File: src/rtl/core/itd_pkg.sv
// ----------------------------------------------------------------------------
// itd_pkg
// Shared constants, codes and control structs of the interval timer tone
// divider.
// ----------------------------------------------------------------------------
package itd_pkg;

  localparam int unsigned NumCh    = 3;
  localparam int unsigned OffsetW  = 2;
  localparam int unsigned DataW    = 8;
  localparam int unsigned ChW      = 2;
  localparam int unsigned CountW   = 16;
  localparam int unsigned FreqW    = 24;
  localparam int unsigned DivSteps = FreqW;
  localparam int unsigned StepW    = $clog2(DivSteps);

  localparam logic [FreqW-1:0] InputClockHz = 24'd14318184;

  // Register offsets
  localparam logic [OffsetW-1:0] OFFSET_CONTROL = 2'd3;

  // Channel select code that addresses no counter
  localparam logic [ChW-1:0] CH_NONE = 2'd3;

  // Controller to datapath
  typedef struct packed {
    logic load;   // take the input beat
    logic step;   // one restoring division step
  } itd_cmd_t;

  // Datapath to controller, valid with the input beat
  typedef struct packed {
    logic emit;   // the beat produces a result
    logic zero;   // count is zero, no division needed
  } itd_status_t;

endpackage

File: src/rtl/core/itd_if.sv
// ----------------------------------------------------------------------------
// itd_if
// Valid/ready channels for bus write beats and tone result beats.
// ----------------------------------------------------------------------------
interface itd_in_if import itd_pkg::*; ();
  logic               valid;
  logic               ready;
  logic [OffsetW-1:0] register_offset;
  logic [DataW-1:0]   write_data;

  modport source (output valid, register_offset, write_data, input ready);
  modport sink   (input valid, register_offset, write_data, output ready);
endinterface

interface itd_out_if import itd_pkg::*; ();
  logic             valid;
  logic             ready;
  logic [ChW-1:0]   channel_index;
  logic [FreqW-1:0] tone_frequency;
  logic             voice_on;

  modport source (output valid, channel_index, tone_frequency, voice_on, input ready);
  modport sink   (input valid, channel_index, tone_frequency, voice_on, output ready);
endinterface

File: src/rtl/core/itd_ctrl.sv
// ----------------------------------------------------------------------------
// itd_ctrl
// Sequencer: accept a beat, run the divider, hold the result until taken.
// ----------------------------------------------------------------------------
module itd_ctrl import itd_pkg::*; (
  input  logic        clk_i,
  input  logic        rst_ni,
  input  logic        in_valid_i,
  output logic        in_ready_o,
  output logic        out_valid_o,
  input  logic        out_ready_i,
  input  itd_status_t status_i,
  output itd_cmd_t    cmd_o
);

  localparam logic [1:0] StIdle   = 2'd0;
  localparam logic [1:0] StDivide = 2'd1;
  localparam logic [1:0] StOutput = 2'd2;

  logic [1:0]       state_q, state_d;
  logic [StepW-1:0] step_q, step_d;

  assign in_ready_o  = (state_q == StIdle);
  assign out_valid_o = (state_q == StOutput);

  always_comb begin
    state_d    = state_q;
    step_d     = step_q;
    cmd_o.load = 1'b0;
    cmd_o.step = 1'b0;
    unique case (state_q)
      StIdle: begin
        if (in_valid_i) begin
          cmd_o.load = 1'b1;
          step_d     = '0;
          if (status_i.emit) begin
            state_d = status_i.zero ? StOutput : StDivide;
          end
        end
      end
      StDivide: begin
        cmd_o.step = 1'b1;
        step_d     = step_q + StepW'(1);
        if (step_q == StepW'(DivSteps - 1)) begin
          state_d = StOutput;
        end
      end
      StOutput: begin
        if (out_ready_i) begin
          state_d = StIdle;
        end
      end
      default: begin
        state_d = StIdle;
      end
    endcase
  end

  always_ff @(posedge clk_i or negedge rst_ni) begin
    if (!rst_ni) begin
      state_q <= StIdle;
      step_q  <= '0;
    end else begin
      state_q <= state_d;
      step_q  <= step_d;
    end
  end

endmodule

File: src/rtl/core/itd_dp.sv
// ----------------------------------------------------------------------------
// itd_dp
// Counter registers, byte toggles and a restoring divider that yields one
// quotient bit per step.
// ----------------------------------------------------------------------------
module itd_dp import itd_pkg::*; (
  input  logic               clk_i,
  input  logic               rst_ni,
  input  logic [OffsetW-1:0] register_offset_i,
  input  logic [DataW-1:0]   write_data_i,
  input  itd_cmd_t           cmd_i,
  output itd_status_t        status_o,
  output logic [ChW-1:0]     channel_index_o,
  output logic [FreqW-1:0]   tone_frequency_o,
  output logic               voice_on_o
);

  logic [CountW-1:0] count_q [NumCh];
  logic [NumCh-1:0]  high_next_q;

  logic [CountW-1:0] div_q;
  logic [CountW-1:0] rem_q;
  logic [FreqW-1:0]  quo_q;
  logic [ChW-1:0]    ch_q;
  logic              voice_q;

  logic              is_ctrl;
  logic [ChW-1:0]    ch_sel;
  logic [CountW-1:0] cur_count;
  logic [CountW-1:0] new_count;
  logic              high_write;

  logic [CountW:0]   rem_shift;
  logic              fits;

  // Decode the beat
  assign is_ctrl    = (register_offset_i == OFFSET_CONTROL);
  assign ch_sel     = is_ctrl ? write_data_i[7:6] : register_offset_i;
  assign cur_count  = (ch_sel == CH_NONE) ? '0 : count_q[ch_sel[ChW-1:0]];
  assign high_write = !is_ctrl && (ch_sel != CH_NONE) && high_next_q[ch_sel];
  assign new_count  = is_ctrl ? cur_count : {write_data_i, cur_count[DataW-1:0]};

  assign status_o.emit = is_ctrl ? (ch_sel != CH_NONE) : high_write;
  assign status_o.zero = (new_count == '0);

  // Restoring step: shift in the next dividend bit, subtract when it fits
  assign rem_shift = {rem_q, quo_q[FreqW-1]};
  assign fits      = (rem_shift >= {1'b0, div_q});

  always_ff @(posedge clk_i or negedge rst_ni) begin
    if (!rst_ni) begin
      for (int i = 0; i < NumCh; i++) begin
        count_q[i] <= '0;
      end
      high_next_q <= '0;
    end else if (cmd_i.load && !is_ctrl && (ch_sel != CH_NONE)) begin
      if (high_next_q[ch_sel]) begin
        count_q[ch_sel] <= new_count;
      end else begin
        count_q[ch_sel] <= {cur_count[CountW-1:DataW], write_data_i};
      end
      high_next_q[ch_sel] <= !high_next_q[ch_sel];
    end
  end

  always_ff @(posedge clk_i) begin
    if (cmd_i.load) begin
      div_q   <= new_count;
      rem_q   <= '0;
      quo_q   <= status_o.zero ? '0 : InputClockHz;
      ch_q    <= ch_sel;
      voice_q <= is_ctrl ? (|write_data_i[3:1]) : 1'b1;
    end else if (cmd_i.step) begin
      rem_q <= fits ? CountW'(rem_shift - {1'b0, div_q}) : rem_shift[CountW-1:0];
      quo_q <= {quo_q[FreqW-2:0], fits};
    end
  end

  assign channel_index_o  = ch_q;
  assign tone_frequency_o = quo_q;
  assign voice_on_o       = voice_q;

endmodule

File: src/rtl/core/interval_timer_tone_divider_core.sv
// ----------------------------------------------------------------------------
// interval_timer_tone_divider_core
// Three-counter interval timer front end that turns bus writes into tone
// channel settings.
// ----------------------------------------------------------------------------
// Each write beat is a register offset and a byte. Offsets 0 to 2 load the
// matching 16-bit count, low byte first and then high byte, tracked by a
// toggle per counter; the high byte emits one result beat for that channel
// with the voice on. Offset 3 is a control word: bits 7:6 pick the channel,
// whose current frequency is emitted with the voice on unless bits 3:1 are
// all zero; channel select 3 is dropped without effect. The frequency is
// 14318184 divided by the count, floored, and zero for a zero count. A low
// byte or a dropped control word is accepted with no result and leaves the
// core idle. A beat that yields a result is accepted, runs the restoring
// divider (one quotient bit per cycle) unless the count is zero, and then
// waits in the output register until the sink takes it; no write is
// accepted meanwhile, and the next one is accepted in the cycle after that.
// ----------------------------------------------------------------------------
module interval_timer_tone_divider_core import itd_pkg::*; (
  input  logic   clk_i,
  input  logic   rst_ni,
  itd_in_if.sink    in_i,
  itd_out_if.source out_o
);

  itd_cmd_t    cmd;
  itd_status_t status;

  // Sequence the beat: accept, divide, hold the result
  itd_ctrl u_ctrl (
    .clk_i       (clk_i),
    .rst_ni      (rst_ni),
    .in_valid_i  (in_i.valid),
    .in_ready_o  (in_i.ready),
    .out_valid_o (out_o.valid),
    .out_ready_i (out_o.ready),
    .status_i    (status),
    .cmd_o       (cmd)
  );

  // Hold the counts and run the divider
  itd_dp u_dp (
    .clk_i             (clk_i),
    .rst_ni            (rst_ni),
    .register_offset_i (in_i.register_offset),
    .write_data_i      (in_i.write_data),
    .cmd_i             (cmd),
    .status_o          (status),
    .channel_index_o   (out_o.channel_index),
    .tone_frequency_o  (out_o.tone_frequency),
    .voice_on_o        (out_o.voice_on)
  );

endmodule

File: src/flat_wrapper.sv
// flat-port wrapper written by rule: the top's interface ports become plain ports
module interval_timer_tone_divider_core_flat import itd_pkg::*;
  (clk_i, rst_ni, in_i_valid, in_i_register_offset, in_i_write_data, in_i_ready, out_o_valid, out_o_channel_index, out_o_tone_frequency, out_o_voice_on, out_o_ready);
  itd_in_if in_i_i ();
  itd_out_if out_o_i ();
  input  logic clk_i;
  input  logic rst_ni;
  input wire logic [$bits(in_i_i.valid)-1:0] in_i_valid;
  input wire logic [$bits(in_i_i.register_offset)-1:0] in_i_register_offset;
  input wire logic [$bits(in_i_i.write_data)-1:0] in_i_write_data;
  output wire logic [$bits(in_i_i.ready)-1:0] in_i_ready;
  output wire logic [$bits(out_o_i.valid)-1:0] out_o_valid;
  output wire logic [$bits(out_o_i.channel_index)-1:0] out_o_channel_index;
  output wire logic [$bits(out_o_i.tone_frequency)-1:0] out_o_tone_frequency;
  output wire logic [$bits(out_o_i.voice_on)-1:0] out_o_voice_on;
  input wire logic [$bits(out_o_i.ready)-1:0] out_o_ready;
  assign in_i_i.valid = in_i_valid;
  assign in_i_i.register_offset = in_i_register_offset;
  assign in_i_i.write_data = in_i_write_data;
  assign in_i_ready = in_i_i.ready;
  assign out_o_valid = out_o_i.valid;
  assign out_o_channel_index = out_o_i.channel_index;
  assign out_o_tone_frequency = out_o_i.tone_frequency;
  assign out_o_voice_on = out_o_i.voice_on;
  assign out_o_i.ready = out_o_ready;
  interval_timer_tone_divider_core u_core (.clk_i(clk_i), .rst_ni(rst_ni), .in_i(in_i_i), .out_o(out_o_i));
endmodule
File: config.mk
export PLATFORM = sky130hd
export DESIGN_NAME = interval_timer_tone_divider_core_flat
export DESIGN_NICKNAME = d
export VERILOG_FILES = /design/src/rtl/core/itd_pkg.sv /design/src/rtl/core/itd_if.sv /design/src/rtl/core/itd_ctrl.sv /design/src/rtl/core/itd_dp.sv /design/src/rtl/core/interval_timer_tone_divider_core.sv /design/src/flat_wrapper.sv
export SDC_FILE = /design/constraint.sdc
export NUM_CORES = 1
export LEC_CHECK = 0
export BUFFER_PORTS_ARGS = -buffer_cell sky130_fd_sc_hd__buf_2
export CAP_MARGIN = 30
export CORE_MARGIN = 2
export CORE_UTILIZATION = 27
export DETAILED_ROUTE_END_ITERATION = 16
export PLACE_DENSITY = 0.4
export SYNTH_ARGS = -nofsm -noshare
export SYNTH_HDL_FRONTEND = slang
export SYNTH_SLANG_ARGS = --single-unit
export TNS_END_PERCENT = 5
File: constraint.sdc
create_clock -name clk_i -period 3.8 [get_ports clk_i]
set_input_delay 0.38 -clock clk_i [delete_from_list [all_inputs] [get_ports clk_i]]
set_output_delay 0.38 -clock clk_i [all_outputs]
set_load 0.005 [all_outputs]
==> flow_summary_export.csv, run 1 <==
group,metric,value,unit
floorplanning,die-area,25300,um2
route,via_per_inst,4.99,
logic_synthesis,synth_ff_type,"dfrtp_1",
route,drtPass1Iterations,4,
logic_synthesis,synth-edff-count,43,
clock_network,cts_setup_buffers,0,
finish,drive_gt1_share,18.3,%
setup_path,cp_top_family,"compound AO/OA/AOI/OAI gates",
clock_network,clk_latency,0.41,ns
sta,worstMarginPinSlew,0.845,ns
clock_network,cts_buffers,17,
global_routing,grt_pass1_vias,5057,
finish,final_common_cell,"nand2_1",
setup_path,worstPathRequired,4.10,ns
global_routing,grt_usage,14.4,%
setup_path,criticalPathCategory,"flop to flop",
global_routing,grt.overflow.total,0,
logic_synthesis,synthCells,644,
setup_path,cp.arrival,3.17,ns
clock_network,clk_path_buf_depth,2,
finish,regArea,3060,um2
finish,nNetsFinal,714,
logic_synthesis,ys_warn_count,0,
clock_network,cts.clk_slew.worst_paths,0.06,ns
sta,slew_headroom,43.7,%
clock_network,h-tree-depth,4,
logic_synthesis,yosysUniqueCellTypes,80,
global_routing,grt_max_degree,39,
setup_path,cpMaxStageDelayCell,"o21a_1",
setup_path,crit_path_end_kind,"flop",
sta,fin_crit_sh,75.6,%
setup_path,cp_num_buf_inv,2,
finish,mostFrequentLayoutCells,"nand2_1, dfrtp_1, edfxtp_1, buf_2, o21ai_0",
floorplanning,rows,56,
sta,final.min_clock_period,2.87,ns
route,drt-initial-drc-count,379,
pwr,power,6.54,mW
setup_path,startpoint_type,"flop",
finish,multi_input_area,3120,um2
route,wl_per_cell,17.7,um
logic_synthesis,netlist_area,6500,um2
sta,fmax,348,MHz
route,drc_errors,0,
finish,syn_to_final_growth,17.9,%
route,wl,17.9,mm
finish,diodes,0,
sta,grt_setup_unrepaired,"no",
setup_path,max_stage_delay,0.43,ns
floorplanning,core-area,23500,um2
global_routing,antenna_found_initial,0,
sta,finalSetupTns,0,ns
clock_network,cts_tree,"yes",
sta,slew_violations,0,
sta,hold_viol,0,
floorplanning,io_pins,43,
setup_path,path_cells,"inv_1, ha_1, a21o_1, a22oi_1, a21oi_1, nor4b_2, o21a_1, buf_4, mux2i_1, a22o_1",
logic_synthesis,postSynth.asyncResetShare,49.6,%
flow_run,max_cap_violations,0,
sta,setup-violations-final,0,
floorplanning,die_h,159,um
worst_hold_path,hold_class,"input pin to flop",
sta,final.setup_skew,0.00870,ns
clock_network,cts.sinks,117,
finish,final_core_util,32.6,%
worst_hold_path,hold_start,"in_i_write_data[2]",
placed_design,dp_hpwl,13.0,mm
floorplanning,start_util,27.6,%
floorplanning,die_x,159,um
route,vias,5062,
placed_design,dpl_cell_area,7000,um2
pwr,vdd_ir_drop_max,261,uV
placed_design,io_buffers,42,
logic_synthesis,synth_nets,676,
setup_path,cp-startpoint,"u_core.u_dp.div_q[10]",
placed_design,gp_congestion,0.838,
status,status,"completed",
setup_path,r2r-start,"u_core.u_dp.div_q[10]",
logic_synthesis,ys_ff_latch,117,
pwr,p_per_area,853,nW/um2
finish,final_cells,1014,
clock_network,cts-root-buf,"clkbuf_16",
global_routing,grt_pass1_wl,28.6,mm
finish,fin_area,7670,um2
setup_path,crit_fanout,12,
finish,fill_cells,2473,
placed_design,dp_cells,981,
logic_synthesis,synth.avg_cell_area,10.1,um2
logic_synthesis,yosysSeqAreaShare,47.1,%
route,antenna_left,0,
pwr,leakagePower,3.20,nW
==> cell usage after synthesis, drive strengths merged (5+ instances only) <==
master,instances,area (um2)
ha,17,213
nor3,9,45.0
buf,21,150
nand2,78,315
a31oi,5,31.3
nand2b,10,72.6
mux2i,20,213
and2,11,68.8
xnor2,6,52.6
nor2,35,131
edfxtp,43,1290
xor2,5,43.8
o21a,16,120
dfrtp,58,1450
a32oi,5,43.8
mux2,16,180
nor2b,13,83.8
inv,30,118
nand3,24,120
clkbuf,14,52.6
a22oi,9,67.6
a21oi,34,178
o31ai,11,87.6
a211o,7,61.3
o21ai,57,293
nand4,6,43.8
dfxtp,16,320
==> per-stage QoR <==
stage | setup WS (ns) | hold WS [ns]
CTS | 0.884 | 0.312
global placement | 0.695 | 0.370
global route | 0.670 | 0.318
detailed placement | 0.617 | 0.379
floorplan | 1.52 | 0.0844
finish | 0.928 | 0.324
==> cell type report <==
class                   instances  share of cell area, %
multi-input cells             462                   40.7
flip-flops and latches        117                   39.9
clock buffers                  25                   6.74
well taps                     319                   5.20
repair buffers                 54                   4.05
clock inverters                 7                   1.84
inverters                      30                   1.53
==> routing by layer <==
metal | wire length, um | track usage [%] | vias to the layer above
met2 | 8460 | 23.1 | 91
met4 | 251 | 4.34 | 0
li1 | - | - | 2437
met3 | 517 | 3.33 | 15
met5 | 0 | 0 | -
met1 | 8680 | 19.5 | 2519
==> logic make-up (layout without fill, tap and decap cells) <==
kind of cell | Yosys count | in the layout | synth area share [%]
and+or+nand+nor | 212 | 212 | 17.0
AOI/OAI and AO/OA | 184 | 184 | 19.6
DFF | 117 | 117 | 47.1
buffers and inverters | 65 | 116 | 4.92
muxes | 37 | 37 | 6.39
adders and majority gates | 18 | 18 | 3.58
xor gates and xnor gates | 11 | 11 | 1.48
==> power by group <==
part,internal [mW],switching (mW)
sequential,1.93,0.403
combinational,1.03,1.41
clock,1.21,0.566
==> final timing paths <==
check                                      endpoint  slack [ns]  cells after the start
max                            u_core.u_dp.rem_q[0]        0.93                     10
min                          u_core.u_dp.voice_on_o        0.32                      2
max in group asynchronous  u_core.u_ctrl.state_q[0]        2.43                      3
max reg2reg                    u_core.u_dp.rem_q[0]        0.93                     10
min reg2reg                   u_core.u_dp.rem_q[15]        0.48                      2
min in group asynchronous    u_core.u_dp.count_q[8]        0.48                      2
==> worst reg2reg max path, cell delays in order (launching register included) <==
cell and delay, ns:
edfxtp_1 0.33, inv_1 0.04, ha_1 0.38, a21o_1 0.23, a22oi_1 0.22, a21oi_1 0.19
nor4b_2 0.37, o21a_1 0.43, buf_4 0.29, mux2i_1 0.10, a22o_1 0.20
==> flip-flops by register name, indices dropped and copies added, names as in the netlist <==
register and count:
u_core.u_dp.rem_q 16, u_core.u_ctrl.state_q 2, u_core.u_dp.high_next_q 3, u_core.u_dp.channel_index_o 2
u_core.u_ctrl.step_q 5, u_core.u_dp.count_q 48, u_core.u_dp.div_q 16, u_core.u_dp.tone_frequency_o 24
u_core.u_dp.voice_on_o 1
==> what timing repair did <==
action	CTS	global route
resized for setup	0	0
hold buffers	1	0
hold endpoints to repair	20	0
No activity file was read; power rests on OpenSTA's default activity.
==> run 2: changes to the inputs <==
--- a/config.mk
+++ b/config.mk
@@ -10,7 +10,7 @@
 export CORE_MARGIN = 2
 export CORE_UTILIZATION = 27
 export DETAILED_ROUTE_END_ITERATION = 16
-export PLACE_DENSITY = 0.4
+export PLACE_DENSITY = 0.41
 export SYNTH_ARGS = -nofsm -noshare
 export SYNTH_HDL_FRONTEND = slang
 export SYNTH_SLANG_ARGS = --single-unit
==> constraint.sdc (replaced) <==
create_clock -name clk_i -period 2.6 [get_ports clk_i]
set_input_delay 0.26 -clock clk_i [delete_from_list [all_inputs] [get_ports clk_i]]
set_output_delay 0.26 -clock clk_i [all_outputs]
set_load 0.005 [all_outputs]
==> run 2 against run 1 <==
Flip-flop and latch count did not move. Largest power group unchanged. Highest routed layer unchanged. Non-clock buffer count rose by 30. Cell count rose by 3.0%. Register-to-register slack got worse by 0.72 ns. Die area did not move. Sequential power rose by 45%.
==> flow_summary_export.csv, run 2 (synthesis results as in run 1) <==
group,metric,value,unit
worst_hold_path,hold_class,"input pin to asynchronous set/reset pin",
global_routing,grt_pass1_vias,5296,
setup_path,cp.arrival,2.55,ns
finish,drive_gt1_share,21.9,%
placed_design,dp_hpwl,13.6,mm
sta,slew_headroom,47.7,%
placed_design,io_buffers,42,
sta,hold_viol,0,
setup_path,max_stage_delay,0.37,ns
finish,diodes,0,
setup_path,crit_fanout,19,
sta,slew_violations,0,
sta,final.setup_skew,0.00864,ns
floorplanning,die-area,25300,um2
floorplanning,core-area,23500,um2
finish,mostFrequentLayoutCells,"nand2_1, dfrtp_1, edfxtp_1, buf_2, o21ai_0",
setup_path,worstPathRequired,2.76,ns
clock_network,cts.clk_slew.worst_paths,0.06,ns
global_routing,grt_pass1_wl,29.6,mm
global_routing,grt_usage,14.9,%
route,wl_per_cell,17.6,um
pwr,vdd_ir_drop_max,382,uV
global_routing,grt.overflow.total,0,
route,antenna_left,0,
clock_network,clk_latency,0.42,ns
pwr,leakagePower,3.31,nW
setup_path,r2r-start,"u_core.u_dp.div_q[1]",
flow_run,max_cap_violations,0,
sta,worstMarginPinSlew,0.784,ns
placed_design,gp_congestion,0.848,
pwr,power,9.30,mW
sta,setup-violations-final,0,
setup_path,crit_path_end_kind,"flop",
pwr,p_per_area,1190,nW/um2
sta,grt_setup_unrepaired,"no",
route,via_per_inst,4.98,
status,status,"completed",
route,drtPass1Iterations,5,
clock_network,cts_buffers,17,
finish,largest-register,"u_core.u_dp.count_q",
clock_network,hold_buffers,0,
finish,final_core_util,33.3,%
floorplanning,rows,56,
route,drc_errors,0,
setup_path,startpoint_type,"flop",
sta,final.min_clock_period,2.39,ns
global_routing,grt_max_degree,59,
clock_network,cts_tree,"yes",
finish,fill_cells,2451,
finish,largest_register_ffs,48,
global_routing,antenna_found_initial,0,
clock_network,h-tree-depth,4,
sta,fin_crit_sh,92.0,%
finish,nNetsFinal,744,
route,wl,18.4,mm
floorplanning,die_h,159,um
finish,syn_to_final_growth,20.4,%
setup_path,path_cells,"inv_1, ha_1, nor2b_1, o31a_1, o21ai_1, nor4b_4, o21a_1, buf_6, nor2_1",
route,drt-initial-drc-count,311,
clock_network,clk_path_buf_depth,2,
floorplanning,die_x,159,um
sta,finalSetupTns,0,ns
setup_path,cpMaxStageDelayCell,"edfxtp_1",
sta,fmax,418,MHz
setup_path,cp-startpoint,"u_core.u_dp.div_q[1]",
clock_network,cts.sinks,117,
floorplanning,io_pins,43,
floorplanning,start_util,27.6,%
clock_network,cts-root-buf,"clkbuf_16",
route,vias,5195,
finish,final_common_cell,"nand2_1",
setup_path,criticalPathCategory,"flop to flop",
-- run 2: changes by cell type in the layout (fill, tap and decap cells not counted), sizes merged --
cell         before  now
buf              53   84
bufinv            4    1
clkbuf           25   17
clkinv            2   10
clkinvlp          1    3
dlygate4sd3       1    0
inv              30   31
-- run 2: final timing paths --
check,cells past startpoint,end,slack (ns)
max reg2reg,9,u_core.u_dp.tone_frequency_o[0],0.21
min reg2reg,2,u_core.u_dp.rem_q[15],0.47
max in group asynchronous,2,u_core.u_ctrl.step_q[4],2.06
min in group clk_i,2,u_core.u_dp.voice_on_o,0.19
min,2,u_core.u_dp.count_q[12],0.002
max,9,u_core.u_dp.tone_frequency_o[0],0.21
-- run 2: worst max-delay path: cells and delay by family, from the launching register on --
| kind | cells | cell delay, ns |
|---|---|---|
| AOI/OAI and AO/OA | 3 | 0.72 |
| and+or+nand+nor | 3 | 0.46 |
| DFF | 1 | 0.37 |
| adders and majority gates | 1 | 0.31 |
| buffers and inverters | 2 | 0.27 |
-- run 2: where the power goes --
| part | switching, mW | internal (mW) |
|---|---|---|
| combinational | 2.11 | 1.66 |
| sequential | 0.548 | 2.82 |
| clock | 0.866 | 1.30 |
-- run 2: area by class of cell --
class | instances | area [um2] | share of cell area, %
clock buffer | 17 | 425 | 5.43
inverter | 30 | 118 | 1.50
clock inverter | 15 | 115 | 1.47
timing repair buffer | 84 | 579 | 7.39
multi-input combinational | 462 | 3130 | 40.0
sequential | 117 | 3060 | 39.1
tap | 319 | 399 | 5.10
-- run 2: metal layers --
| metal | vias up | GRT usage (%) | part of all wire, % |
|---|---|---|---|
| li1 | 2499 | - | - |
| met3 | 31 | 2.97 | 3.4 |
| met2 | 101 | 24.0 | 47 |
| met4 | 0 | 5.00 | 2.0 |
| met5 | - | 0 | 0 |
| met1 | 2564 | 20.1 | 47 |
-- run 2: per-stage QoR --
stage | std cells | setup WS, ns | cell area, um2 | hold WS [ns]
after detailed placement | 1011 | 0.0467 | 7270 | 0.459
after global routing | 1044 | 0.0432 | 7830 | 0.0733
after global placement | 1011 | 0.0565 | 7270 | 0.452
after CTS | 1043 | 0.0405 | 7810 | 0.0329
after floorplan | 644 | 0.318 | 6500 | -0.0356
final | 1044 | 0.209 | 7830 | 0.00178
-- run 2: what timing repair did --
action                     CTS  global route
gates resized for setup      0             5
setup endpoints to repair    0            12
setup buffers                0             1
